<file path="config.mk">
export PLATFORM = sky130hd
export DESIGN_NAME = osrv_scan
export DESIGN_NICKNAME = d
export VERILOG_FILES = /design/src/hdl/osrv_pkg.sv /design/src/hdl/osrv_scan.sv
export SDC_FILE = /design/constraint.sdc
export NUM_CORES = 1
export LEC_CHECK = 0
export BUFFER_PORTS_ARGS = -buffer_cell sky130_fd_sc_hd__clkbuf_2
export CORE_MARGIN = 2
export CORE_UTILIZATION = 25
export CTS_CLUSTER_SIZE = 10
export DETAILED_ROUTE_END_ITERATION = 16
export PLACE_DENSITY = 0.47
export SYNTH_ARGS = -nofsm -noshare
export SYNTH_HDL_FRONTEND = slang
export SYNTH_SLANG_ARGS = --single-unit
</file>
<file path="constraint.sdc">
create_clock -name clock -period 10 [get_ports clock]
set_input_delay 0.5 -clock clock [delete_from_list [all_inputs] [get_ports clock]]
set_output_delay 0.5 -clock clock [all_outputs]
set_load 0.005 [all_outputs]
</file>
<file path="src/hdl/osrv_pkg.sv">
// Shared constants, codes and types of the oldest-or-highest-value server.
`default_nettype none

package osrv_pkg;

   localparam int unsigned CAPACITY    = 1024;
   localparam int unsigned VALUE_BITS  = 32;
   localparam int unsigned AMOUNT_BITS = 32;
   localparam int unsigned MODE_BITS   = 2;
   localparam int unsigned STATUS_BITS = 2;
   localparam int unsigned ID_BITS     = $clog2(CAPACITY + 1);
   localparam int unsigned ADDR_BITS   = $clog2(CAPACITY);
   // One stored entry: served mark on top, value below it.
   localparam int unsigned ENTRY_BITS  = VALUE_BITS + 1;

   typedef enum logic [MODE_BITS-1:0] {
      MODE_ARRIVE  = 2'd0,
      MODE_OLDEST  = 2'd1,
      MODE_HIGHEST = 2'd2
   } mode_type;

   typedef enum logic [STATUS_BITS-1:0] {
      STATUS_STORED = 2'd0,
      STATUS_SERVED = 2'd1,
      STATUS_FULL   = 2'd2,
      STATUS_EMPTY  = 2'd3
   } status_type;

   typedef enum logic [1:0] {
      STATE_IDLE,
      STATE_SCAN,
      STATE_POST
   } state_type;

   typedef struct packed {
      logic                 clear;
      logic                 eval;
      logic [ID_BITS-1:0]   id;
   } scan_ctl_type;

   typedef struct packed {
      logic                  take;
      logic                  found;
      logic [ID_BITS-1:0]    best_id;
      logic [VALUE_BITS-1:0] best_val;
   } scan_sts_type;

   typedef struct packed {
      logic                  wr_en;
      logic [ADDR_BITS-1:0]  wr_addr;
      logic [ENTRY_BITS-1:0] wr_data;
      logic [ADDR_BITS-1:0]  rd_addr;
   } ram_ctl_type;

endpackage

`default_nettype wire

</file>
<file path="src/hdl/osrv_scan.sv">
// Shared compare unit that tracks the best unserved entry during a scan.
`default_nettype none

module osrv_scan (
   input  wire logic                               clock,
   input  wire logic                               reset,
   input  wire osrv_pkg::scan_ctl_type             ctl,
   input  wire logic [osrv_pkg::ENTRY_BITS-1:0]    rd_data,
   output      osrv_pkg::scan_sts_type             sts
);

   logic                              found_ff, found_in;
   logic [osrv_pkg::ID_BITS-1:0]      best_id_ff, best_id_in;
   logic [osrv_pkg::VALUE_BITS-1:0]   best_val_ff, best_val_in;
   logic                              mark;
   logic [osrv_pkg::VALUE_BITS-1:0]   value;
   logic                              take;

   assign mark  = rd_data[osrv_pkg::VALUE_BITS];
   assign value = rd_data[osrv_pkg::VALUE_BITS-1:0];

   // A strictly larger value wins, so ties stay with the earlier id.
   assign take = ctl.eval && !mark && (!found_ff || (value > best_val_ff));

   always_comb begin
      found_in    = found_ff;
      best_id_in  = best_id_ff;
      best_val_in = best_val_ff;
      if (ctl.clear) begin
         found_in = 1'b0;
      end else if (take) begin
         found_in    = 1'b1;
         best_id_in  = ctl.id;
         best_val_in = value;
      end
   end

   always_ff @(posedge clock) begin
      if (reset) begin
         found_ff <= 1'b0;
      end else begin
         found_ff <= found_in;
      end
      best_id_ff  <= best_id_in;
      best_val_ff <= best_val_in;
   end

   assign sts.take     = take;
   assign sts.found    = found_ff;
   assign sts.best_id  = best_id_ff;
   assign sts.best_val = best_val_ff;

endmodule

`default_nettype wire

</file>
---- Yosys cells after proc, flatten, opt, wreduce, memory -nomap -nowiden ----
Cells that the tools add are included.
storage, ports and cells
  flip-flop bits (word level) ............. 44
  word-level logic and storage cells ...... 12
cells by class
  reduce and logical (&&, ||, !) cells .... 7
  bitwise gates (word level) .............. 1
  order comparisons ....................... 1
operator list
  operator             number
  $gt A32 B32 Y1       1
  $logic_and A1 B1 Y1  2
  $logic_not A1 Y1     2
  $reduce_and A2 Y1    1
  $reduce_or A2 Y1     1
  $logic_or A1 B1 Y1   1
  $not A1 Y1           1

---- Longest topological paths before layout ----
  depth after elaboration ................. 4
  gate-level depth with buffers ........... 9

---- Least setup slack after synthesis ----
No wires, ideal clock.
  path kind ............................... input -> register
  start point ............................. input rd_data[31] in the netlist's numbering
  end point ............................... register best_id_ff[0] in the netlist's numbering (enable)
  required time ........................... 9.489 ns
  stages on the path ...................... 6
  slack ................................... 5.301 ns
  path buffers ............................ 0
  data arrival time ....................... 4.188 ns
  setup time .............................. 0.511 ns
  cell sequence ........................... ha_1 nand4_1 or4_1 and4_4 or4_1 o32ai_1
between the ends
  longest elaborated chain between the ends .. 4
ends and longest elaborated chain
  item                         RTL line         source
  from (decl)                  osrv_scan.sv:8   input wire logic [osrv_pkg::ENTRY_BITS-1:0] rd_data,
  $gt A32 B32 Y1               osrv_scan.sv:23  assign take = ctl.eval && !mark && (!found_ff || (value > best_val_ff));
  $logic_or A1 B1 Y1           osrv_scan.sv:23
  $logic_and A1 B1 Y1          osrv_scan.sv:23
  $reduce_and A2 Y1 (no line)  n/a
  to (signal assigned)         osrv_scan.sv:44  best_id_ff <= best_id_in;
  to (decl)                    osrv_scan.sv:13  logic [osrv_pkg::ID_BITS-1:0] best_id_ff, best_id_in;
No other way between the ends.
A chain may end at the register's enable or synchronous reset.

---- Worst setup path in the final report ----
  start point ............................. register best_val_ff[30] in the netlist's numbering
  end point ............................... register best_val_ff[12] in the netlist's numbering (enable)
between the ends
  longest elaborated chain between the ends .. 4
ends and longest elaborated chain
  item                         RTL line         source
  from (decl)                  osrv_scan.sv:14  logic [osrv_pkg::VALUE_BITS-1:0] best_val_ff, best_val_in;
  from (signal assigned)       osrv_scan.sv:45  best_val_ff <= best_val_in;
  $gt A32 B32 Y1               osrv_scan.sv:23
  $logic_or A1 B1 Y1           osrv_scan.sv:23
  $logic_and A1 B1 Y1          osrv_scan.sv:23
  $reduce_and A2 Y1 (no line)  n/a
No other way between the ends.

==> impl_summary.txt <==
----------------------------------------------------
[Power and ir drop]
  Portion of total power attributed to combinational logic ... roughly an eighth
  Switching power as a share of total power ... a little under a quarter
  Portion of total power attributed to the clock network ... about a third
  Leakage power figure ... 1.38 nW
  Proportion of power drawn by flip-flops and latches ... between 50% and 60%
  Internal Power ... between 0.3 and 0.4 mW
  VDD IR max ... 0.0647 mV
  Switching power of the nets ... between 0.09 and 0.1 mW
  Power per cell area ... roughly 140 nW/um2

[Routing]
  Residual DRC ... 0
  Number of nets still failing antenna checks after routing ... 0
  Routed wire length ... about 4700 um
  DRT Pass-1 Iters ... 4
  Routed vias ... ~1600
  Routed len/inst ... 12.5 um
  Detailed-route vias per instance ... 4.22
  1st-iter DRT viols ... 37

[Floorplan]
  Number of top-level pins ... 93
  Effective utilization at floorplan ... 25.4%
  Vert. Die Dim ... approximately 100 um
  Total Die Area ... 9490 um2
  Core Region ... around 8600 um2
  Number of core rows ... 34
  Die Span X ... ~97 um

[Run]
  Max-cap viol count ... 0

[Synthesis]
  Dominant combinational cell family by area after synthesis ... adder cells
  Number of synthesized flops with an enable pin ... 43
  Post-Synth Simple-Gate Area ... 7.80%
  Most frequent cells after synthesis ... 43 x edfxtp_1, 33 x inv_1, 32 x ha_1
  Top_reg_cell synth ... edfxtp_1
  Average cell area after synthesis ... 13.1 um2
  Fraction of synthesized area in multiplexers ... 0%
  Share of the synthesized area in the top cell type ... about three fifths
  Yosys reg bits ... 44
  Post-Syn Instances ... approximately 170
  Largest cells by area after synthesis ... edfxtp_1 59%, ha_1 18%, inv_1 5.7%, a21oi_1 2.5%, nand4_1 2.0%
  Synth Area in Adders ... between 10% and 20%
  Library cell with the highest instance count after synthesis ... edfxtp_1
  XOR/XNOR Fraction of Synth Area ... 0%
  Cell area after synthesis ... approximately 2200 um2
  Synthesized net count ... 247
  Ys async rst share ... 0%
  Synth warnings ... 0
  Post-synthesis compound-gate area fraction ... under 10%
  Share of synthesized area occupied by flip-flops and latches ... between 60% and 70%
  Synth unique cells ... 27
  Yosys top cell by area ... edfxtp_1

[Timing]
  Setup clock skew after layout ... 12.6 ps
  Number of failing hold endpoints at the final stage ... 0
  Slew Limit Fails ... 0
  Highest clock rate ... roughly 290 MHz
  Worst slew slack as a fraction of its limit ... a little under three fifths
  Final Cycle Share ... between 30% and 40%
  RSZ-0062 raised after global routing ... false
  Worst-margin pin slew ... roughly 640 ps
  Final Setup Violations ... 0
  Final worst path period need ... roughly 3400 ps
  Aggregate negative setup slack ... 0 ps
  Final WS setup ... 6600 ps
  Worst hold margin ... 357 ps

[Clocking]
  Bufs on Longest Clock Path ... 2
  Number of buffers added by the clock tree synthesis step ... 5
  Clock sink count ... 44
  Clock root buffer master ... clkbuf_8
  Gates resized, CTS repair ... 0
  Number of post-CTS setup repair buffers ... 0
  Clock-pin slew on the worst setup and hold paths ... about 90 ps
  Clock H-tree levels ... 2
  Hold_buf cts ... 0
  CTS tree ... built
  Clock latency on the worst-skew pair ... roughly 300 ps

[Worst setup path]
  Maximum cell stage delay along the critical path ... about 570 ps
  Slowest CP cell ... or4_1
  Cell breakdown of the critical path ... inv_1 -> ha_1 -> nand4_1 -> or4_1 -> and4_4 -> or4_1 -> o32ai_4 -> buf_4
  Crit end category ... flip-flop
  Worst Path Required ... just under 10000 ps
  CP Class ... flip-flop to flip-flop
  Most common cell on crit path ... or4_1
  Startpoint type of the worst setup path ... flip-flop
  CP Max Fanout ... 32
  Worst endpoint data arrival time ... 3350 ps

[Global routing]
  Wire length of the first global-routing pass ... ~7600 um
  Global route overflow ... 0
  Largest net degree at the start of global routing ... 33
  Overall routing resource usage ... about 10%
  Number of global-route vias before repair ... between 1500 and 2000
  Number of antenna violations at the first check in global routing ... 0

[Layout]
  Post-Layout Inst Area ... 2900 um2
  Non-filler instance count after layout ... 374
  Diodes inserted ... 0
  Final Net Count ... ~350
  Proportion of layout cells with a drive suffix above 1 ... roughly 39%
  Synth-to-Final Area Change ... 33.1%

[Placement]
  Input/output buffers ... slightly above 90
  Placement Cell Area ... 2790 um2
  Weighted congestion at the end of routability-driven global placement ... slightly below 0.7
  Estimated wirelength of the detail-placed design ... 3760 um
  Placement Setup Slack ... around 6300 ps
  Cell Count Post-Placement ... between 300 and 400

[Min path]
  Worst hold path type ... primary input to flip-flop

[Run status]
  Result of the run ... complete, no violations

----------------------------------------------------
flip-flops by register name (all words and copies together) (netlist names):
name	cells
found_ff	1
best_id_ff	11
best_val_ff	32
layout make-up:
class | count | area [um2]
Clock buffer | 5 | 68.8
Clock inverter | 3 | 46.3
Fill cell | 884 | 5690
Inverter | 33 | 124
Multi-Input combinational cell | 88 | 749
Sequential cell | 44 | 1310
Tap cell | 108 | 135
Timing Repair Buffer | 93 | 468
cells in the final DEF (no fill, tap or decap), drive strengths merged, types with 3 or more instances in the layout:
cell type and count:
a211oi 3, a21oi 11, clkbuf 97, edfxtp 43, ha 32, inv 34, nand2 6, nand3 3
nand4 7, nor2 5, or4 3
path summary, 6_finish.rpt:
kind                                         to  slack [ps]       startpoint  cells after the start
worst min-delay path                   found_ff         360            reset                      2
worst max register to register  best_val_ff[12]        6600  best_val_ff[30]                      8
worst max-delay path            best_val_ff[12]        6600  best_val_ff[30]                      8
worst min register to register         found_ff         530         found_ff                      2
power groups by stage:
| stage | sequential, mW | clock [mW] | combinational (mW) |
|---|---|---|---|
| 2_1_floorplan | 0.221 | 0 | 0.0242 |
| 3_3_place_gp | 0.219 | 0 | 0.0512 |
| 3_5_place_dp | 0.219 | 0 | 0.0515 |
| 4_1_cts | 0.215 | 0.148 | 0.0518 |
| 5_1_grt | 0.216 | 0.156 | 0.0584 |
| 6_report | 0.215 | 0.141 | 0.0503 |
logic make-up (layout without fill, tap and decap cells):
| family | Yosys count | in the layout |
|---|---|---|
| simple gates | 31 | 31 |
| fa+ha+maj | 32 | 32 |
| buf+inv | 35 | 134 |
| compound gates | 25 | 25 |
| flops | 44 | 44 |
metal layers:
layer | vias to the layer above | GRT usage (%) | wire (um)
met2 | 50 | 15.9 | 2200
met1 | 716 | 13.3 | 2100
met4 | 0 | 2.56 | 58
met3 | 5 | 3.02 | 306
li1 | 808 | - | -
met5 | - | 0 | 0
critical path: cells and delay by family, from the launching register on:
family	cells	cell delay [ps]
AOI/OAI and AO/OA	1	390
adders and majority gates	1	280
buffers and inverters	2	540
DFF	1	360
and+or+nand+nor	4	1460
per-stage QoR:
step / total power, mW / utilization, %
3_3_place_gp: 0.270 / 32.4
5_1_grt: 0.430 / 33.8
4_1_cts: 0.415 / 33.8
6_report: 0.407 / 33.8
3_5_place_dp: 0.271 / 32.4
2_1_floorplan: 0.245 / -
No activity file was read; power rests on OpenSTA's default activity.
