--- src/hdl/osrv_ram.sv ---
// Generic single-write, single-read RAM with registered read data.
`default_nettype none

module osrv_ram #(
   parameter int unsigned WIDTH = 8,
   parameter int unsigned DEPTH = 16
) (
   input  wire logic                       clock,
   input  wire logic                       wr_en,
   input  wire logic [$clog2(DEPTH)-1:0]   wr_addr,
   input  wire logic [WIDTH-1:0]           wr_data,
   input  wire logic [$clog2(DEPTH)-1:0]   rd_addr,
   output      logic [WIDTH-1:0]           rd_data
);

   logic [WIDTH-1:0] mem_ff [DEPTH];

   always_ff @(posedge clock) begin
      if (wr_en) begin
         mem_ff[wr_addr] <= wr_data;
      end
      rd_data <= mem_ff[rd_addr];
   end

endmodule

`default_nettype wire

--- config.mk ---
export PLATFORM = sky130hd
export DESIGN_NAME = osrv_ram
export DESIGN_NICKNAME = d
export VERILOG_FILES = /design/src/hdl/osrv_ram.sv
export SDC_FILE = /design/constraint.sdc
export NUM_CORES = 1
export LEC_CHECK = 0
export ABC_AREA = 0
export BUFFER_PORTS_ARGS = -buffer_cell sky130_fd_sc_hd__buf_4
export CAP_MARGIN = 20
export CELL_PAD_IN_SITES_DETAIL_PLACEMENT = 1
export CELL_PAD_IN_SITES_GLOBAL_PLACEMENT = 1
export CORE_MARGIN = 1.5
export CORE_UTILIZATION = 44
export DETAILED_ROUTE_END_ITERATION = 7
export PLACE_DENSITY_LB_ADDON = 0.1
export SETUP_SLACK_MARGIN = 0.3
export SLEW_MARGIN = 25
export SYNTH_ARGS = -nofsm -noshare
export SYNTH_HDL_FRONTEND = slang
export SYNTH_SLANG_ARGS = --single-unit
export TNS_END_PERCENT = 5
--- constraint.sdc ---
create_clock -name clock -period 2.36 [get_ports clock]
set_input_delay 0.236 -clock clock [delete_from_list [all_inputs] [get_ports clock]]
set_output_delay 0.236 -clock clock [all_outputs]
set_load 0.05 [all_outputs]
## Yosys cells after proc, flatten, opt, wreduce, memory -nomap -nowiden

Memories as Yosys holds them, arrays and structs flattened. A register that Yosys moved wholly into a read port is not among the register bits.
Cells that the tools add are included.

| storage, ports and cells | value |
|---|---|
| register bits | 0 |
| memory bits (writable) | 128 |
| output and inout bits | 8 |
| memories | 1 |

Memories:

| name | words | bits a word | rd ports | clocked after Yosys merged registers in | wr ports | RTL line | source |
|---|---|---|---|---|---|---|---|
| mem_ff | 16 | 8 | 1 | 1 | 1 | 16 | `logic [WIDTH-1:0] mem_ff [DEPTH];` |

| cells by class | value |
|---|---|
| muxes and demuxes | 2 |

Operators with widths:

| kind | count |
|---|---|
| $mux W1 | 2 |

## Logic depth before layout (Yosys ltp)

Gate-level depths: netlist of run 1.

| depth | value |
|---|---|
| depth after elaboration | 2 |
| depth in mapped cells | 5 |

## Least setup slack after synthesis of run 1

Ideal clock, no wire load.

| timing path | value |
|---|---|
| path type | input port to flip-flop |
| start point | input wr_addr[2] |
| end point | memory mem_ff[0][0] (enable) |
| data arrival time | 1.346 ns |
| data required time | 1.977 ns |
| slack | 0.631 ns |
| stages | 2 |
| path buffers | 0 |
| cell sequence | or3b_2 nor3_1 |

RTL lines:

| element | RTL line | source |
|---|---|---|
| start, declared | 10 | `input wire logic [$clog2(DEPTH)-1:0] wr_addr,` |
| end, declared | 16 |  |

No word-level cell before the write port.

==> results of run 1 <==
[layout make-up]
class / instances / area share [%]
flip-flops and latches: 136 / 64.6
multi-input cells: 83 / 17.1
clock buffers: 23 / 7.71
repair buffers: 46 / 5.77
well taps: 143 / 2.89
clock inverters: 9 / 1.98
[routing by layer]
| metal | up-vias | part of all wire, % | GRT usage (%) |
|---|---|---|---|
| met4 | 0 | 1.1 | 8.27 |
| li1 | 1085 | - | - |
| met5 | - | 0 | 0 |
| met2 | 73 | 48 | 28.0 |
| met3 | 8 | 5.3 | 5.90 |
| met1 | 1259 | 45 | 25.7 |
[final timing paths]
check                           from                     end  slack (ns)  depth (start not counted)
max           mem_ff[1][3]$_DFFE_PP_      rd_data[3]$_DFF_P_        0.94                          3
min                       wr_data[4]  mem_ff[1][4]$_DFFE_PP_        0.12                          1
max reg2reg   mem_ff[1][3]$_DFFE_PP_      rd_data[3]$_DFF_P_        0.94                          3
min reg2reg  mem_ff[14][7]$_DFFE_PP_      rd_data[7]$_DFF_P_        0.66                          3
[flip-flops by register name (all words and copies together), names as in the netlist]
signal,flops
rd_data,8
mem_ff,128
[power groups by stage]
stage | Sequential, mW | Combinational [mW] | Clock, mW
final | 2.72 | 0.322 | 2.66
after global routing | 2.72 | 0.344 | 2.80
after CTS | 2.72 | 0.328 | 2.71
after detailed placement | 2.77 | 0.327 | 0
after global placement | 2.77 | 0.323 | 0
after floorplan | 2.82 | 0.137 | 0
[metrics by stage]
stage / instances / cell area [sq um] / power [mW] / utilization, %
after global routing: 440 / 6200 / 5.87 / 54.3
after floorplan: 229 / 5150 / 2.96 / -
after detailed placement: 408 / 5600 / 3.09 / 49.0
after CTS: 440 / 6200 / 5.76 / 54.3
after global placement: 408 / 5600 / 3.09 / 49.0
final: 440 / 6200 / 5.70 / 54.3
[cell usage after synthesis (all sizes together), types with 2 or more instances]
library cell and count:
edfxtp 128, nor2 13, nand2b 2, buf 7
a22oi 16, mux4 32, nand3b 2, dfxtp 8
nor3 4, clkdlybuf4s25 3, nand2 9
[cells by family (layout without fill, tap and decap cells)]
group                  after synthesis  in the layout  share of synthesized area, %
buffers and inverters               10             78                          1.68
flip-flops                         136            136                          77.8
multiplexers                        32             32                          15.0
AO/OA/AOI/OAI                       16             16                          2.33
AND/OR/NAND/NOR                     35             35                          3.18
==> metrics.md, run 1 <==
| Metric | Value |
|---|---|
| Status | `finished clean` |
| Gp weighted congestion | `between 0.7 and 0.8` |
| H-tree Lvls | `4` |
| Clock tree from TritonCTS | `built` |
| Die outline area | `0.0124 sq mm` |
| Top FF cell, synth | `edfxtp_1` |
| Clock latency reported for the late side of the worst-skew pair | `between 0.4 and 0.5 ns` |
| Dominant delay contributor by cell family on the critical path | `multiplexers` |
| Critical Path Sink Type | `register` |
| Library cells used by synthesis | `19` |
| Final antenna diode count | `0` |
| Worst-case clock buffer depth | `2` |
| Delay of the slowest critical-path stage | `about 0.52 ns` |
| Fill cell instance count of the final layout | `a little over 1000` |
| Share of cells above drive strength 1 | `about a third` |
| Vertical extent of the die | `between 100 and 150 microns` |
| Area added between synthesis and finish | `20.4%` |
| Worst clock skew | `between 0.01 and 0.015 ns` |
| Crit share post-route | `about three fifths` |
| Share of the synthesized area in the top cell type | `around three quarters` |
| Placement-stage worst setup slack | `around 0.53 ns` |
| Buffer type at the clock tree root | `clkbuf_16` |
| Floorplan core area | `between 0.01 and 0.015 sq mm` |
| Number of port buffers | `25` |
| Worst hold slack across all endpoints | `between 0.1 and 0.15 ns` |
| Detailed-route wire length per cell | `23.9 microns` |
| Largest fanout on the critical path | `1` |
| Switching part of the total power | `between 20% and 30%` |
| Detail Route Antenna Nets | `0` |
| Design internal power | `around 4.6 mW` |
| Most common library cell in the layout ignoring fill and taps | `edfxtp_1` |
| Number of gates given a new drive strength after cts | `0` |
| Average footprint of a synthesized cell | `approximately 22 sq um` |
| Post-synthesis cell area | `between 0.005 and 0.006 sq mm` |
| Sort of element at the start of the critical path | `register` |
| Largest net degree at the start of global routing | `33` |
| Setup Total Neg Slack | `0 ns` |
| Static leakage power | `~2.1 nW` |
| Post-CTS setup buffers | `0` |
| Combinational group share of total power | `around 5.6%` |
| Avg Vias per Cell | `approximately 5.5` |
| Worst Setup Slack, final | `between 0.9 and 1 ns` |
| Number of antenna violations at the first check in global routing | `0` |
| Flip-flop and latch area | `around 0.0040 sq mm` |
| Relative slew slack | `between 60% and 70%` |
| Buffering stage count on the worst path with inverters included | `0` |
| Iteration count of the initial detailed-routing pass | `6` |
| Maximum clock frequency | `a little over 700 MHz` |
| HPWL after detailed placement | `around 6700 microns` |
| Tightest Pin Transition | `roughly 0.46 ns` |
| Total of hold buffers inserted after clock tree synthesis | `0` |
| Cells after Synth | `~230` |
| Share of async-settable or async-resettable flops after synthesis | `0%` |
| Worst EP arrival | `approximately 1.7 ns` |
| Period minus WS final | `approximately 1.4 ns` |
| Count of endpoints failing hold in the final timing report | `0` |
| Fraction of the yosys area taken by sequential cells | `between 70% and 80%` |
| Critical-path cell list | `mux4_1 > a22oi_1 > nand2_1` |
| Number of warnings printed during yosys synthesis | `0` |
| Cts bufs inserted | `17` |
| Library cell with the largest summed area after synthesis | `edfxtp_1` |
| Post-layout nets | `about 300` |
| Post-synthesis sequential element count | `around 140` |
| Area occupied by multi-input gates | `roughly 0.0011 sq mm` |
| Switching power of the nets | `1.14 mW` |
| DRC viols | `0` |
| Most frequent cells in the layout | `edfxtp_1, buf_4, mux4_2, clkbuf_16, a22oi_1` |
| Number of slew-limit violations in the final report | `0` |
| Part of the total power dissipated in the clock network | `a little under half` |
| Initial Utilization | `~45%` |
| Detailed-route via count | `approximately 2400` |
| Sequential power share | `47.6%` |
| Count of flip-flops with a built-in enable after synthesis | `about 130` |
| Number of clock sinks | `136` |
| Final global-route overflow total | `0` |
| Post-Synthesis Net Count | `247` |
| Area contributors post-synth | `edfxtp_1, mux4_2, mux4_1` |
| Violation count after the first detailed-route iteration | `between 150 and 200` |
| Max-capacitance violation count | `0` |
| Via count of the first global-routing pass | `between 2000 and 3000` |
| Global-route wire length before repair | `roughly 16000 microns` |
| Num ports | `26` |
| Critical Path Slowest Stage Cell | `mux4_1` |
| Row Count | `39` |
| Horizontal extent of the die | `roughly 110 microns` |
| Total power divided by cell area | `a little over 900 mW/mm^2` |
| Total global-route track usage | `a little under a fifth` |
| CP Data Required Time | `roughly 2.7 ns` |
| Peak ir drop on the vdd network | `632 uV` |
| Final setup violation count | `0` |
| Final Routed Wirelength | `roughly 11000 microns` |
| Category of the critical setup timing path | `reg2reg` |
| RSZ-0062 raised after global routing | `no` |
| Path category of the worst min-delay check | `in2reg` |
| Clock-pin slew on the worst setup and hold paths | `0.06 ns` |
(Power assumes the default switching activity.)
==> inputs of run 2 (changes only) <==
==> constraint.sdc (replaced) <==
create_clock -name clock -period 1.4 [get_ports clock]
set_input_delay 0.14 -clock clock [delete_from_list [all_inputs] [get_ports clock]]
set_output_delay 0.14 -clock clock [all_outputs]
set_load 0.05 [all_outputs]
==> run 2 against run 1 <==
- maximum frequency is 11% higher
- utilization is 1.6 points higher
- first-iteration DRC count is 4.6% higher
==> metrics.md, run 2 (same netlist as run 1, synthesis figures left out) <==
| Metric | Value |
|---|---|
| Status | `finished clean` |
| Category of the critical setup timing path | `reg2reg` |
| Relative slew slack | `36.4% (-33 points)` |
| Global-route wire length before repair | `16500 microns (+1.9%)` |
| Fill cell instance count of the final layout | `1003 (-2.0%)` |
| Number of port buffers | `25 (unchanged)` |
| Number of antenna violations at the first check in global routing | `0 (unchanged)` |
| Flip-flop and latch area | `0.00400 sq mm (unchanged)` |
| Post-Layout Inst Area | `0.00638 sq mm (+2.9%)` |
| Buffer type at the clock tree root | `clkbuf_16` |
| Clock-pin slew on the worst setup and hold paths | `0.05 ns (about the same)` |
| HPWL after detailed placement | `6830 microns (+2.6%)` |
| Iteration count of the initial detailed-routing pass | `4 (-2)` |
| Area added between synthesis and finish | `23.9%` |
| Sort of element at the start of the critical path | `register` |
| Post-layout utilization of the core | `55.9% (+1.6 points)` |
| Clock latency reported for the late side of the worst-skew pair | `0.41 ns (about the same)` |
| Launching point of the worst reg2reg path | `mem_ff[10][6]$_DFFE_PP_` |
| Row Count | `39 (unchanged)` |
| Final Routed Wirelength | `10500 microns (-0.19%)` |
| Most frequent cells in the layout | `edfxtp_1, buf_4, mux4_2, clkbuf_16, nor2_1` |
| Worst setup startpoint | `mem_ff[10][6]$_DFFE_PP_` |
| Detailed-route via count | `2439 (+0.58%)` |
| Avg Vias per Cell | `5.51 (-0.10%)` |
| Share of cells above drive strength 1 | `38.0% (+6.4 points)` |
| Vertical extent of the die | `111 microns (unchanged)` |
| Path category of the worst min-delay check | `in2reg` |
| Detail Route Antenna Nets | `0 (unchanged)` |
| Tightest Pin Transition | `0.953 ns (+0.494 ns)` |
| R2r endpoint | `rd_data[6]$_DFF_P_` |
| Largest registers | `mem_ff: 128 flops, rd_data: 8 flops` |
| Critical Path Sink Type | `register` |
| Placed Cells | `412 (+0.98%)` |
| Number of clock sinks | `136 (unchanged)` |
| Die outline area | `0.0124 sq mm (unchanged)` |
| Hold path start | `wr_data[1]` |
| Number of slew-limit violations in the final report | `0 (unchanged)` |
| Static leakage power | `2.16 nW (+1.4%)` |
| Total power divided by cell area | `1550 mW/mm^2 (+68%)` |
| Cell Area, Placed | `0.00575 sq mm (+2.8%)` |
| Register-to-register setup slack | `0.12 ns (-0.82 ns)` |
| Worst hold slack across all endpoints | `0.0380 ns (-0.0837 ns)` |
| Placement-stage worst setup slack | `-0.225 ns (-0.752 ns)` |
| Worst EP arrival | `1.57 ns (-0.15 ns)` |
| Floorplan core area | `0.0114 sq mm (unchanged)` |
| Count of endpoints failing hold in the final timing report | `0 (unchanged)` |
| Number of cells in the finished layout apart from fillers | `443 (+0.68%)` |
| Via count of the first global-routing pass | `2671 (+2.6%)` |
| H-tree Lvls | `4 (unchanged)` |
| Clock tree from TritonCTS | `built` |
| Final antenna diode count | `0 (unchanged)` |
| CP Data Required Time | `1.69 ns (-0.97 ns)` |
| Largest fanout on the critical path | `1 (unchanged)` |
| Post-layout nets | `306 (+1.3%)` |
| Final setup violation count | `0 (unchanged)` |
| Period minus WS final | `1.28 ns (-0.142 ns)` |
| Horizontal extent of the die | `111 microns (unchanged)` |
| Most common library cell in the layout ignoring fill and taps | `edfxtp_1` |
| Register with the highest flop count | `mem_ff` |
| Worst Setup Slack, final | `0.122 ns (-0.818 ns)` |
| RSZ-0062 raised after global routing | `yes` |
| R2R cell count | `3 (unchanged)` |
| Final global-route overflow total | `0 (unchanged)` |
| Total global-route track usage | `18.7% (-0.16 points)` |
| Detailed-route wire length per cell | `23.7 microns (-0.87%)` |
| Hold Path Stages | `1 (unchanged)` |
| Worst-case clock buffer depth | `2 (unchanged)` |
| Cts bufs inserted | `17 (unchanged)` |
| Maximum clock frequency | `782 MHz (+11%)` |
| Peak ir drop on the vdd network | `798 uV (+26%)` |
| Violation count after the first detailed-route iteration | `182 (+4.6%)` |
| Crit share post-route | `91.3% (+31 points)` |
| Area occupied by multi-input gates | `0.00109 sq mm (+3.3%)` |
| Max-capacitance violation count | `0 (unchanged)` |
| Worst clock skew | `0.00454 ns (-0.00595 ns)` |
| Num ports | `26 (unchanged)` |
| Endpoint of the worst hold-timing path | `mem_ff[5][1]$_DFFE_PP_` |
| DRC viols | `0 (unchanged)` |
| Largest net degree at the start of global routing | `17 (-48%)` |
| Flip-flop count of the largest register after layout | `128 (unchanged)` |
| Gp weighted congestion | `0.687 (-2.4%)` |
| Initial Utilization | `45.1% (unchanged)` |
run 2: cell types whose count changed in the layout (fill, tap and decap cells not counted), moves of 2 or more:
cell,previous run,this run
buf_4,45,41
clkinv_2,5,3
buf_12,1,9
a22oi_1,16,9
mux4_2,18,25
clkbuf_8,3,0
bufinv_16,3,5
a22oi_2,0,7
nor2_1,13,10
nor3_1,4,2
mux4_1,14,7
nor2_2,0,3
run 2: how the worst max path moves through the flow:
stage	slack (ns)	end
after floorplan	0.07	mem_ff[4][0]$_DFFE_PP_
after global placement	-0.20	rd_data[5]$_DFF_P_
after detailed placement	-0.22	rd_data[5]$_DFF_P_
after CTS	0.09	rd_data[5]$_DFF_P_
after global routing	0.09	rd_data[3]$_DFF_P_
final	0.12	rd_data[6]$_DFF_P_
run 2: critical path: stages (launching register included):
cell      delay (ns)
edfxtp_1        0.37
mux4_2          0.48
a22oi_2         0.23
nand2_1         0.08
run 2: repair_timing:
| action | 4_1_cts | 5_1_grt |
|---|---|---|
| resized for setup | 9 | 5 |
| setup endpoints to repair | 11 | 13 |
| hold buffers | 0 | 0 |
| buffers inserted | 0 | 0 |
| pin swaps | 3 | 3 |
run 2: layer usage:
metal | wire length, microns | vias up | track usage [%]
met5 | 0 | - | 0
met4 | 94 | 0 | 4.81
met3 | 414 | 7 | 5.52
met2 | 5200 | 51 | 29.2
met1 | 4780 | 1299 | 25.9
li1 | - | 1082 | -
run 2: report_power, final:
part	total (mW)	switching, mW	internal [mW]	leakage (nW)
combinational	0.599	0.348	0.251	0.634
clock	4.68	1.55	3.13	0.298
sequential	4.59	0.0325	4.55	1.22
total	9.86	1.93	7.94	2.16
run 2: cell type report:
class,instances,area share (%)
flip-flops and latches,136,62.8
multi-input cells,83,17.1
repair buffers,50,7.65
clock buffers,21,6.90
well taps,143,2.80
clock inverters,10,2.77
run 2: stage by stage:
| step | setup TNS [ns] | power (mW) |
|---|---|---|
| 6_report | 0 | 9.86 |
| 5_1_grt | 0 | 10.2 |
| 4_1_cts | 0 | 9.95 |
| 3_5_place_dp | -0.970 | 5.26 |
| 3_3_place_gp | -0.895 | 5.25 |
| 2_1_floorplan | 0 | 4.99 |
