`config.mk`:
```
export PLATFORM = sky130hd
export DESIGN_NAME = osrv_seq_flat
export DESIGN_NICKNAME = d
export VERILOG_FILES = /design/src/hdl/osrv_pkg.sv /design/src/hdl/osrv_req_if.sv /design/src/hdl/osrv_rsp_if.sv /design/src/hdl/osrv_seq.sv /design/src/flat_wrapper.sv
export SDC_FILE = /design/constraint.sdc
export NUM_CORES = 1
export LEC_CHECK = 0
export BUFFER_PORTS_ARGS = -buffer_cell sky130_fd_sc_hd__buf_2
export CORE_UTILIZATION = 56
export CTS_BUF_LIST = sky130_fd_sc_hd__clkbuf_8
export CTS_CLUSTER_DIAMETER = 80
export DETAILED_ROUTE_END_ITERATION = 7
export HOLD_SLACK_MARGIN = 0.15
export PLACE_DENSITY_LB_ADDON = 0.15
export SLEW_MARGIN = 30
export SYNTH_ARGS = -nofsm -noshare
export SYNTH_HDL_FRONTEND = slang
export SYNTH_SLANG_ARGS = --single-unit
```
`constraint.sdc`:
```
create_clock -name clock -period 7.1 [get_ports clock]
set_input_delay 0.71 -clock clock [delete_from_list [all_inputs] [get_ports clock]]
set_output_delay 0.71 -clock clock [all_outputs]
set_load 0.05 [all_outputs]
```
`src/hdl/osrv_pkg.sv`:
```
// Shared constants, codes and types of the oldest-or-highest-value server.
`default_nettype none

package osrv_pkg;

   localparam int unsigned CAPACITY    = 1024;
   localparam int unsigned VALUE_BITS  = 32;
   localparam int unsigned AMOUNT_BITS = 32;
   localparam int unsigned MODE_BITS   = 2;
   localparam int unsigned STATUS_BITS = 2;
   localparam int unsigned ID_BITS     = $clog2(CAPACITY + 1);
   localparam int unsigned ADDR_BITS   = $clog2(CAPACITY);
   // One stored entry: served mark on top, value below it.
   localparam int unsigned ENTRY_BITS  = VALUE_BITS + 1;

   typedef enum logic [MODE_BITS-1:0] {
      MODE_ARRIVE  = 2'd0,
      MODE_OLDEST  = 2'd1,
      MODE_HIGHEST = 2'd2
   } mode_type;

   typedef enum logic [STATUS_BITS-1:0] {
      STATUS_STORED = 2'd0,
      STATUS_SERVED = 2'd1,
      STATUS_FULL   = 2'd2,
      STATUS_EMPTY  = 2'd3
   } status_type;

   typedef enum logic [1:0] {
      STATE_IDLE,
      STATE_SCAN,
      STATE_POST
   } state_type;

   typedef struct packed {
      logic                 clear;
      logic                 eval;
      logic [ID_BITS-1:0]   id;
   } scan_ctl_type;

   typedef struct packed {
      logic                  take;
      logic                  found;
      logic [ID_BITS-1:0]    best_id;
      logic [VALUE_BITS-1:0] best_val;
   } scan_sts_type;

   typedef struct packed {
      logic                  wr_en;
      logic [ADDR_BITS-1:0]  wr_addr;
      logic [ENTRY_BITS-1:0] wr_data;
      logic [ADDR_BITS-1:0]  rd_addr;
   } ram_ctl_type;

endpackage

`default_nettype wire

```
`src/hdl/osrv_req_if.sv`:
```
// Request channel: mode and amount of one item with a valid/ready handshake.
`default_nettype none

interface osrv_req_if;
   logic                               valid;
   logic                               ready;
   logic [osrv_pkg::MODE_BITS-1:0]     mode;
   logic [osrv_pkg::AMOUNT_BITS-1:0]   amount;

   modport source (output valid, output mode, output amount, input ready);
   modport sink   (input valid, input mode, input amount, output ready);
endinterface

`default_nettype wire

```
`src/hdl/osrv_rsp_if.sv`:
```
// Response channel: status and entry id of one item with a valid/ready handshake.
`default_nettype none

interface osrv_rsp_if;
   logic                               valid;
   logic                               ready;
   logic [osrv_pkg::STATUS_BITS-1:0]   status;
   logic [osrv_pkg::ID_BITS-1:0]       entry_id;

   modport source (output valid, output status, output entry_id, input ready);
   modport sink   (input valid, input status, input entry_id, output ready);
endinterface

`default_nettype wire

```
`src/hdl/osrv_seq.sv`:
```
// Sequencer: request handling, scan stepping, counters and the response register.
`default_nettype none

module osrv_seq (
   input  wire logic                    clock,
   input  wire logic                    reset,
   osrv_req_if.sink                     req_port,
   osrv_rsp_if.source                   rsp_port,
   output      osrv_pkg::ram_ctl_type   ram_ctl,
   output      osrv_pkg::scan_ctl_type  scan_ctl,
   input  wire osrv_pkg::scan_sts_type  scan_sts
);

   osrv_pkg::state_type               state_ff, state_in;
   logic [osrv_pkg::ID_BITS-1:0]      count_ff, count_in;
   logic [osrv_pkg::ID_BITS-1:0]      ptr_ff, ptr_in;
   logic [osrv_pkg::ID_BITS-1:0]      scan_id_ff, scan_id_in;
   logic                              use_scan_ff, use_scan_in;
   logic                              mode_hi_ff, mode_hi_in;
   osrv_pkg::status_type              res_status_ff, res_status_in;
   logic [osrv_pkg::ID_BITS-1:0]      res_id_ff, res_id_in;
   logic                              rsp_valid_ff, rsp_valid_in;
   osrv_pkg::status_type              rsp_status_ff, rsp_status_in;
   logic [osrv_pkg::ID_BITS-1:0]      rsp_id_ff, rsp_id_in;

   logic accept;
   logic out_free;
   logic scan_done;
   logic oldest_ok;
   logic highest_ok;
   logic full;

   assign accept     = req_port.valid && req_port.ready;
   assign out_free   = !rsp_valid_ff || rsp_port.ready;
   assign full       = (count_ff == osrv_pkg::ID_BITS'(osrv_pkg::CAPACITY));
   assign oldest_ok  = (ptr_ff <= count_ff);
   assign highest_ok = (count_ff != '0);
   assign scan_done  = (scan_id_ff == count_ff) || (!mode_hi_ff && scan_sts.take);

   // Next state.
   always_comb begin
      state_in = state_ff;
      case (state_ff)
         osrv_pkg::STATE_IDLE: begin
            if (accept) begin
               if ((req_port.mode == osrv_pkg::MODE_OLDEST && oldest_ok) ||
                   (req_port.mode == osrv_pkg::MODE_HIGHEST && highest_ok)) begin
                  state_in = osrv_pkg::STATE_SCAN;
               end else begin
                  state_in = osrv_pkg::STATE_POST;
               end
            end
         end
         osrv_pkg::STATE_SCAN: begin
            if (scan_done) begin
               state_in = osrv_pkg::STATE_POST;
            end
         end
         osrv_pkg::STATE_POST: begin
            if (out_free) begin
               state_in = osrv_pkg::STATE_IDLE;
            end
         end
         default: begin
            state_in = osrv_pkg::STATE_IDLE;
         end
      endcase
   end

   // Outputs and datapath updates.
   always_comb begin
      req_port.ready   = (state_ff == osrv_pkg::STATE_IDLE);
      ram_ctl.wr_en    = 1'b0;
      ram_ctl.wr_addr  = count_ff[osrv_pkg::ADDR_BITS-1:0];
      ram_ctl.wr_data  = {1'b0, osrv_pkg::VALUE_BITS'(req_port.amount)};
      ram_ctl.rd_addr  = scan_id_ff[osrv_pkg::ADDR_BITS-1:0];
      scan_ctl.clear   = 1'b0;
      scan_ctl.eval    = 1'b0;
      scan_ctl.id      = scan_id_ff;
      count_in         = count_ff;
      ptr_in           = ptr_ff;
      scan_id_in       = scan_id_ff;
      use_scan_in      = use_scan_ff;
      mode_hi_in       = mode_hi_ff;
      res_status_in    = res_status_ff;
      res_id_in        = res_id_ff;
      rsp_valid_in     = rsp_valid_ff && !rsp_port.ready;
      rsp_status_in    = rsp_status_ff;
      rsp_id_in        = rsp_id_ff;

      case (state_ff)
         osrv_pkg::STATE_IDLE: begin
            if (accept) begin
               use_scan_in   = 1'b0;
               res_status_in = osrv_pkg::STATUS_EMPTY;
               res_id_in     = '0;
               case (req_port.mode)
                  osrv_pkg::MODE_ARRIVE: begin
                     if (full) begin
                        res_status_in = osrv_pkg::STATUS_FULL;
                     end else begin
                        ram_ctl.wr_en = 1'b1;
                        count_in      = osrv_pkg::ID_BITS'(count_ff + 1'b1);
                        res_status_in = osrv_pkg::STATUS_STORED;
                        res_id_in     = osrv_pkg::ID_BITS'(count_ff + 1'b1);
                     end
                  end
                  osrv_pkg::MODE_OLDEST: begin
                     if (oldest_ok) begin
                        use_scan_in     = 1'b1;
                        mode_hi_in      = 1'b0;
                        scan_ctl.clear  = 1'b1;
                        scan_id_in      = ptr_ff;
                        ram_ctl.rd_addr = osrv_pkg::ADDR_BITS'(ptr_ff - 1'b1);
                     end
                  end
                  osrv_pkg::MODE_HIGHEST: begin
                     if (highest_ok) begin
                        use_scan_in     = 1'b1;
                        mode_hi_in      = 1'b1;
                        scan_ctl.clear  = 1'b1;
                        scan_id_in      = osrv_pkg::ID_BITS'(1);
                        ram_ctl.rd_addr = '0;
                     end
                  end
                  default: begin
                     use_scan_in = 1'b0;
                  end
               endcase
            end
         end
         osrv_pkg::STATE_SCAN: begin
            // Data for scan_id_ff arrives now; the read for the next id goes out.
            scan_ctl.eval = 1'b1;
            scan_id_in    = osrv_pkg::ID_BITS'(scan_id_ff + 1'b1);
            if (scan_done && !mode_hi_ff) begin
               ptr_in = scan_sts.take ? scan_id_ff
                                      : osrv_pkg::ID_BITS'(count_ff + 1'b1);
            end
         end
         osrv_pkg::STATE_POST: begin
            if (out_free) begin
               rsp_valid_in = 1'b1;
               if (use_scan_ff) begin
                  if (scan_sts.found) begin
                     rsp_status_in   = osrv_pkg::STATUS_SERVED;
                     rsp_id_in       = scan_sts.best_id;
                     ram_ctl.wr_en   = 1'b1;
                     ram_ctl.wr_addr = osrv_pkg::ADDR_BITS'(scan_sts.best_id - 1'b1);
                     ram_ctl.wr_data = {1'b1, scan_sts.best_val};
                  end else begin
                     rsp_status_in = osrv_pkg::STATUS_EMPTY;
                     rsp_id_in     = '0;
                  end
               end else begin
                  rsp_status_in = res_status_ff;
                  rsp_id_in     = res_id_ff;
               end
            end
         end
         default: begin
            rsp_valid_in = rsp_valid_ff && !rsp_port.ready;
         end
      endcase
   end

   always_ff @(posedge clock) begin
      if (reset) begin
         state_ff     <= osrv_pkg::STATE_IDLE;
         count_ff     <= '0;
         ptr_ff       <= osrv_pkg::ID_BITS'(1);
         rsp_valid_ff <= 1'b0;
         use_scan_ff  <= 1'b0;
      end else begin
         state_ff     <= state_in;
         count_ff     <= count_in;
         ptr_ff       <= ptr_in;
         rsp_valid_ff <= rsp_valid_in;
         use_scan_ff  <= use_scan_in;
      end
      scan_id_ff    <= scan_id_in;
      mode_hi_ff    <= mode_hi_in;
      res_status_ff <= res_status_in;
      res_id_ff     <= res_id_in;
      rsp_status_ff <= rsp_status_in;
      rsp_id_ff     <= rsp_id_in;
   end

   assign rsp_port.valid    = rsp_valid_ff;
   assign rsp_port.status   = rsp_status_ff;
   assign rsp_port.entry_id = rsp_id_ff;

endmodule

`default_nettype wire

```
`src/flat_wrapper.sv`:
```
// flat-port wrapper written by rule: the top's interface ports become plain ports
module osrv_seq_flat 
  (clock, reset, ram_ctl, scan_ctl, scan_sts, req_port_valid, req_port_mode, req_port_amount, req_port_ready, rsp_port_valid, rsp_port_status, rsp_port_entry_id, rsp_port_ready);
  osrv_req_if req_port_i ();
  osrv_rsp_if rsp_port_i ();
  input  wire logic clock;
  input  wire logic reset;
  output      osrv_pkg::ram_ctl_type ram_ctl;
  output      osrv_pkg::scan_ctl_type scan_ctl;
  input  wire osrv_pkg::scan_sts_type scan_sts;
  input wire logic [$bits(req_port_i.valid)-1:0] req_port_valid;
  input wire logic [$bits(req_port_i.mode)-1:0] req_port_mode;
  input wire logic [$bits(req_port_i.amount)-1:0] req_port_amount;
  output wire logic [$bits(req_port_i.ready)-1:0] req_port_ready;
  output wire logic [$bits(rsp_port_i.valid)-1:0] rsp_port_valid;
  output wire logic [$bits(rsp_port_i.status)-1:0] rsp_port_status;
  output wire logic [$bits(rsp_port_i.entry_id)-1:0] rsp_port_entry_id;
  input wire logic [$bits(rsp_port_i.ready)-1:0] rsp_port_ready;
  assign req_port_i.valid = req_port_valid;
  assign req_port_i.mode = req_port_mode;
  assign req_port_i.amount = req_port_amount;
  assign req_port_ready = req_port_i.ready;
  assign rsp_port_valid = rsp_port_i.valid;
  assign rsp_port_status = rsp_port_i.status;
  assign rsp_port_entry_id = rsp_port_i.entry_id;
  assign rsp_port_i.ready = rsp_port_ready;
  osrv_seq u_core (.clock(clock), .reset(reset), .req_port(req_port_i), .rsp_port(rsp_port_i), .ram_ctl(ram_ctl), .scan_ctl(scan_ctl), .scan_sts(scan_sts));
endmodule
```
# Word level (Yosys, flattened, before mapping)
# Cells that the tools add are included.
word_totals:
  register_bits: 64
  inputBits: 83
  output_inout_bits: 82
op_classes:
  n_addsub: 4
  magnitude_cmp: 1
  eq_ne: 14
  muxes: 40
  n_bitwise: 2
  reduce_logical: 25
ops:
  columns: ["op", "count"]
  rows:
  - ["$mux 44", 3]
  - ["$mux 11", 6]
  - ["$pmux 11 s2", 2]
  - ["$mux 43", 1]
  - ["$mux 10", 4]
  - ["$add 11x1->11 const B", 2]
  - ["$pmux 10 s2", 1]
  - ["$sub 10x1->10 const B", 2]
  - ["$mux 2", 7]
  - ["$mux 1", 12]
  - ["$eq 11x11->1", 1]
  - ["$eq 11x11->1 const B", 1]
  - ["$le 11x11->1", 1]
  - ["$reduce_bool 11->1", 1]
  - ["$reduce_and 5->1", 2]
  - ["$ne 3x3->1 const B", 3]
  - ["$ne 2x1->1 const B", 4]
  - ["$logic_and 1x1->1", 6]
  - ["$pmux 1 s2", 3]
  - ["$pmux 2 s3", 1]
  - ["$reduce_and 2->1", 3]
  - ["$eq 2x1->1 const B", 2]
  - ["$eq 2x2->1 const B", 2]
  - ["$logic_not 2->1", 2]
  - ["8 further kinds", 14]

# Depth between registers and ports, before layout
logic_depth:
  depth_word: 6
  mapped_depth: 10

# Worst setup path before layout
# No wires, ideal clock.
synth_timing:
  path_kind: "input to output"
  startpoint: "input rsp_port_ready"
  endpoint: "output ram_ctl[46] (netlist name)"
  arrival_time_ps: 3189
  slack_ps: 3201
  path_stages: 6
  n_path_buf: 2
  path_cell_list: "inv_1 > a21oi_1 > and2_1 > buf_2 > buf_1 > o21ai_0"
synth_rtl:
  columns: ["element", "line_no", "text"]
  rows:
  - ["from (decl)", "flat_wrapper.sv:18", "input wire logic [$bits(rsp_port_i.ready)-1:0] rsp_port_ready;"]
  - ["to (decl)", "flat_wrapper.sv:8", "output osrv_pkg::ram_ctl_type ram_ctl;"]

==> results by group <==
Outcome
  • Status: finished, final reports clean

Power
  • Peak VDD IR: approximately 120 µV
  • Pleak: roughly 2.4 nW
  • Total power: around 1 mW
  • Pwr Density: between 150 and 200 mW/mm²

Clock network
  • CTS tree: yes
  • # Post-CTS Setup Buffers: 0
  • Post_cts resized: 0
  • CTS Sinks: 64
  • Worst-skew pair later-pin latency: 0.36 ns
  • Root buf cell: clkbuf_8
  • CTS clk-pin slew, worst paths: roughly 0.08 ns
  • CTS Hold Bufs: 0
  • CTS Buf Count: 9
  • Htree depth: 3
  • Clock buffer depth: 2

Synthesis
  • Syn_area_per_cell: roughly 9.4 µm²
  • Post-synth EDFFs: 38
  • Yosys top cell by area: edfxtp_1
  • Mapped Cells: between 500 and 600
  • #FFs+latches synth: between 60 and 70
  • Ys async rst share: 0
  • Count leader, synth: nand2_1
  • Synth area leaders: edfxtp_1, dfxtp_1, mux2_2
  • Mapped cell area: 0.00471 mm²
  • Ys Warns: 0
  • Post-synthesis cell type count: between 60 and 70
  • Sequential share of the synthesized area: 0.353
  • Most used DFF post-synth: edfxtp_1
  • Share of the synthesized area in the top cell type: 0.242
  • Synth top cells by count: nand2_1, inv_1, edfxtp_1, o21ai_0, nor2_1
  • Net Count, Synth: 604

Global route
  • Vias in the first global route: around 3700
  • Total grt overflow: 0
  • First-pass GRT wire length: around 19000 µm
  • Initial antenna violation count: 1
  • Total track usage: 0.296
  • Largest net degree at the start of global routing: 55

Cells and area
  • Sequential cell area: about 0.0017 mm²
  • Multi-input logic area: around 0.0027 mm²
  • FILL cells: 660
  • Area growth from synthesis to layout: 20.8%
  • Nets: 751
  • Fin util: 0.695
  • Layout cells sized above 1: 0.370

Place
  • Gpl congestion: approximately 0.92
  • Detail Placement HPWL: between 10000 and 15000 µm
  • Setup slack after placement: about 3.6 ns
  • IO Port Bufs: about 160

Route
  • Via Count: between 4000 and 5000
  • Drt total wl: 13100 µm
  • Vias/cell: roughly 5.6
  • Drt drc: 0
  • DR iter-0 viols: 294
  • WL/cell: between 15 and 20 µm
  • Drt pass-1 iters: 5
  • Post-DRT Antenna Nets: 0

Setup path
  • CP max FO: 10
  • Worst Setup End Kind: primary output
  • Crit-path cells: inv_1 -> ha_1 -> a211oi_1 -> nor2_1 -> a2111oi_2 -> o21bai_2 -> o2bb2ai_1 -> buf_2
  • Startpoint types: flip-flop
  • Crit path arrival time: around 3.1 ns
  • Register-to-register setup slack: approximately 4.2 ns
  • Crit-path max cell delay: roughly 0.53 ns
  • CP max stage cell: a2111oi_2
  • Cell family contributing the most delay on the critical path: compound AO/OA/AOI/OAI gates
  • Crit Path Class: reg2out
  • CP Data Required Time: approximately 6.4 ns
  • Buffer and inverter count on the worst path: 2

STA
  • Period minus WS final: 3.85 ns
  • Relative slew slack: 0.465
  • Slew @ Worst Pin: slightly below 0.8 ns
  • RSZ-0062 raised after global routing: false
  • Peak Freq: 259 MHz
  • Final TNS setup: 0 ns
  • Final setup viols: 0
  • Final Hold Viols: 0
  • Period utilization: 0.543
  • Setup ws final: about 3.2 ns
  • Slew Viols, Final: 0
  • Setup Skew: 0.0110 ns

Floorplan
  • Die W: between 90 and 100 µm
  • Initial Utilization: 0.576
  • Row cnt: 33
  • I/O pins: roughly 170
  • Die height: between 90 and 100 µm
  • Core footprint: between 0.008 and 0.009 mm²
  • Full die area: 0.00877 mm²

Run
  • Max_cap viols: 0

Worst hold path
  • Min-delay worst type: reg2reg
==> flip-flops by register name, summed over array words and instances (netlist names), 2 cells and up <==
register and cells:
u_core.scan_id_ff 11, u_core.res_id_ff 11, u_core.rsp_port.status 2, u_core.count_ff 11, u_core.ptr_ff 11, u_core.res_status_ff 2
u_core.state_ff 2, u_core.rsp_port.entry_id 11
==> placed cells by master, fill, tap and decap left out, drive strengths merged, types with 11 or more instances in the layout <==
cell | Yosys | routed
xnor2 | 27 | 27
o21ai | 39 | 39
mux2 | 32 | 32
nand3 | 27 | 27
dfxtp | 26 | 26
nor2 | 35 | 35
xor2 | 26 | 26
nor4 | 11 | 11
ha | 19 | 19
buf | 22 | 166
a21oi | 16 | 16
nand2 | 42 | 42
edfxtp | 38 | 38
inv | 41 | 41
nor3 | 11 | 11
==> path summary, 6_finish.rpt <==
path                                              start                   endpoint  cells past startpoint
worst max-delay path                 u_core.count_ff[8]                 ram_ctl[0]                      8
worst max register to register       u_core.count_ff[8]       u_core.scan_id_ff[0]                      7
worst min-delay path            u_core.res_status_ff[0]  u_core.rsp_port.status[0]                      1
worst min register to register  u_core.res_status_ff[0]  u_core.rsp_port.status[0]                      1
==> cell families (layout without fill, tap and decap cells) <==
| group | after synthesis | in the layout | share of synthesized area |
|---|---|---|---|
| muxes | 35 | 35 | 0.0830 |
| and+or+nand+nor | 157 | 157 | 0.181 |
| adders and majority gates | 19 | 19 | 0.0505 |
| DFF | 64 | 64 | 0.353 |
| AOI/OAI and AO/OA | 101 | 101 | 0.154 |
| other | 0 | 1 | 0 |
| buffers and inverters | 73 | 225 | 0.0800 |
| xor gates and xnor gates | 53 | 53 | 0.0986 |
==> through the flow <==
step	hold slack (ns)	cell area, µm²	std cells
2_1_floorplan	0.478	4710	502
3_3_place_gp	0.478	5450	742
3_5_place_dp	0.487	5460	743
4_1_cts	0.505	5680	759
5_1_grt	0.522	5680	760
6_report	0.504	5680	760
==> per-layer routing <==
metal,part of all wire,up-vias,track usage
met4,0.025,0,0.112
met1,0.43,1957,0.373
met3,0.067,24,0.0526
met5,0,-,0
met2,0.48,201,0.506
li1,-,2087,-
==> power by group <==
| part | internal (mW) | switching [mW] |
|---|---|---|
| sequential | 0.413 | 0.0138 |
| combinational | 0.0627 | 0.159 |
| clock | 0.197 | 0.154 |
==> final cells by class <==
cell class,count,share of cell area
Timing Repair Buffer,166,0.147
Sequential cell,64,0.292
Clock buffer,9,0.0218
Clock inverter,7,0.0170
Antenna cell,1,0.000440
Multi-Input combinational cell,365,0.470
Tap cell,105,0.0231
Inverter,43,0.0284
(Power assumes the default switching activity.)
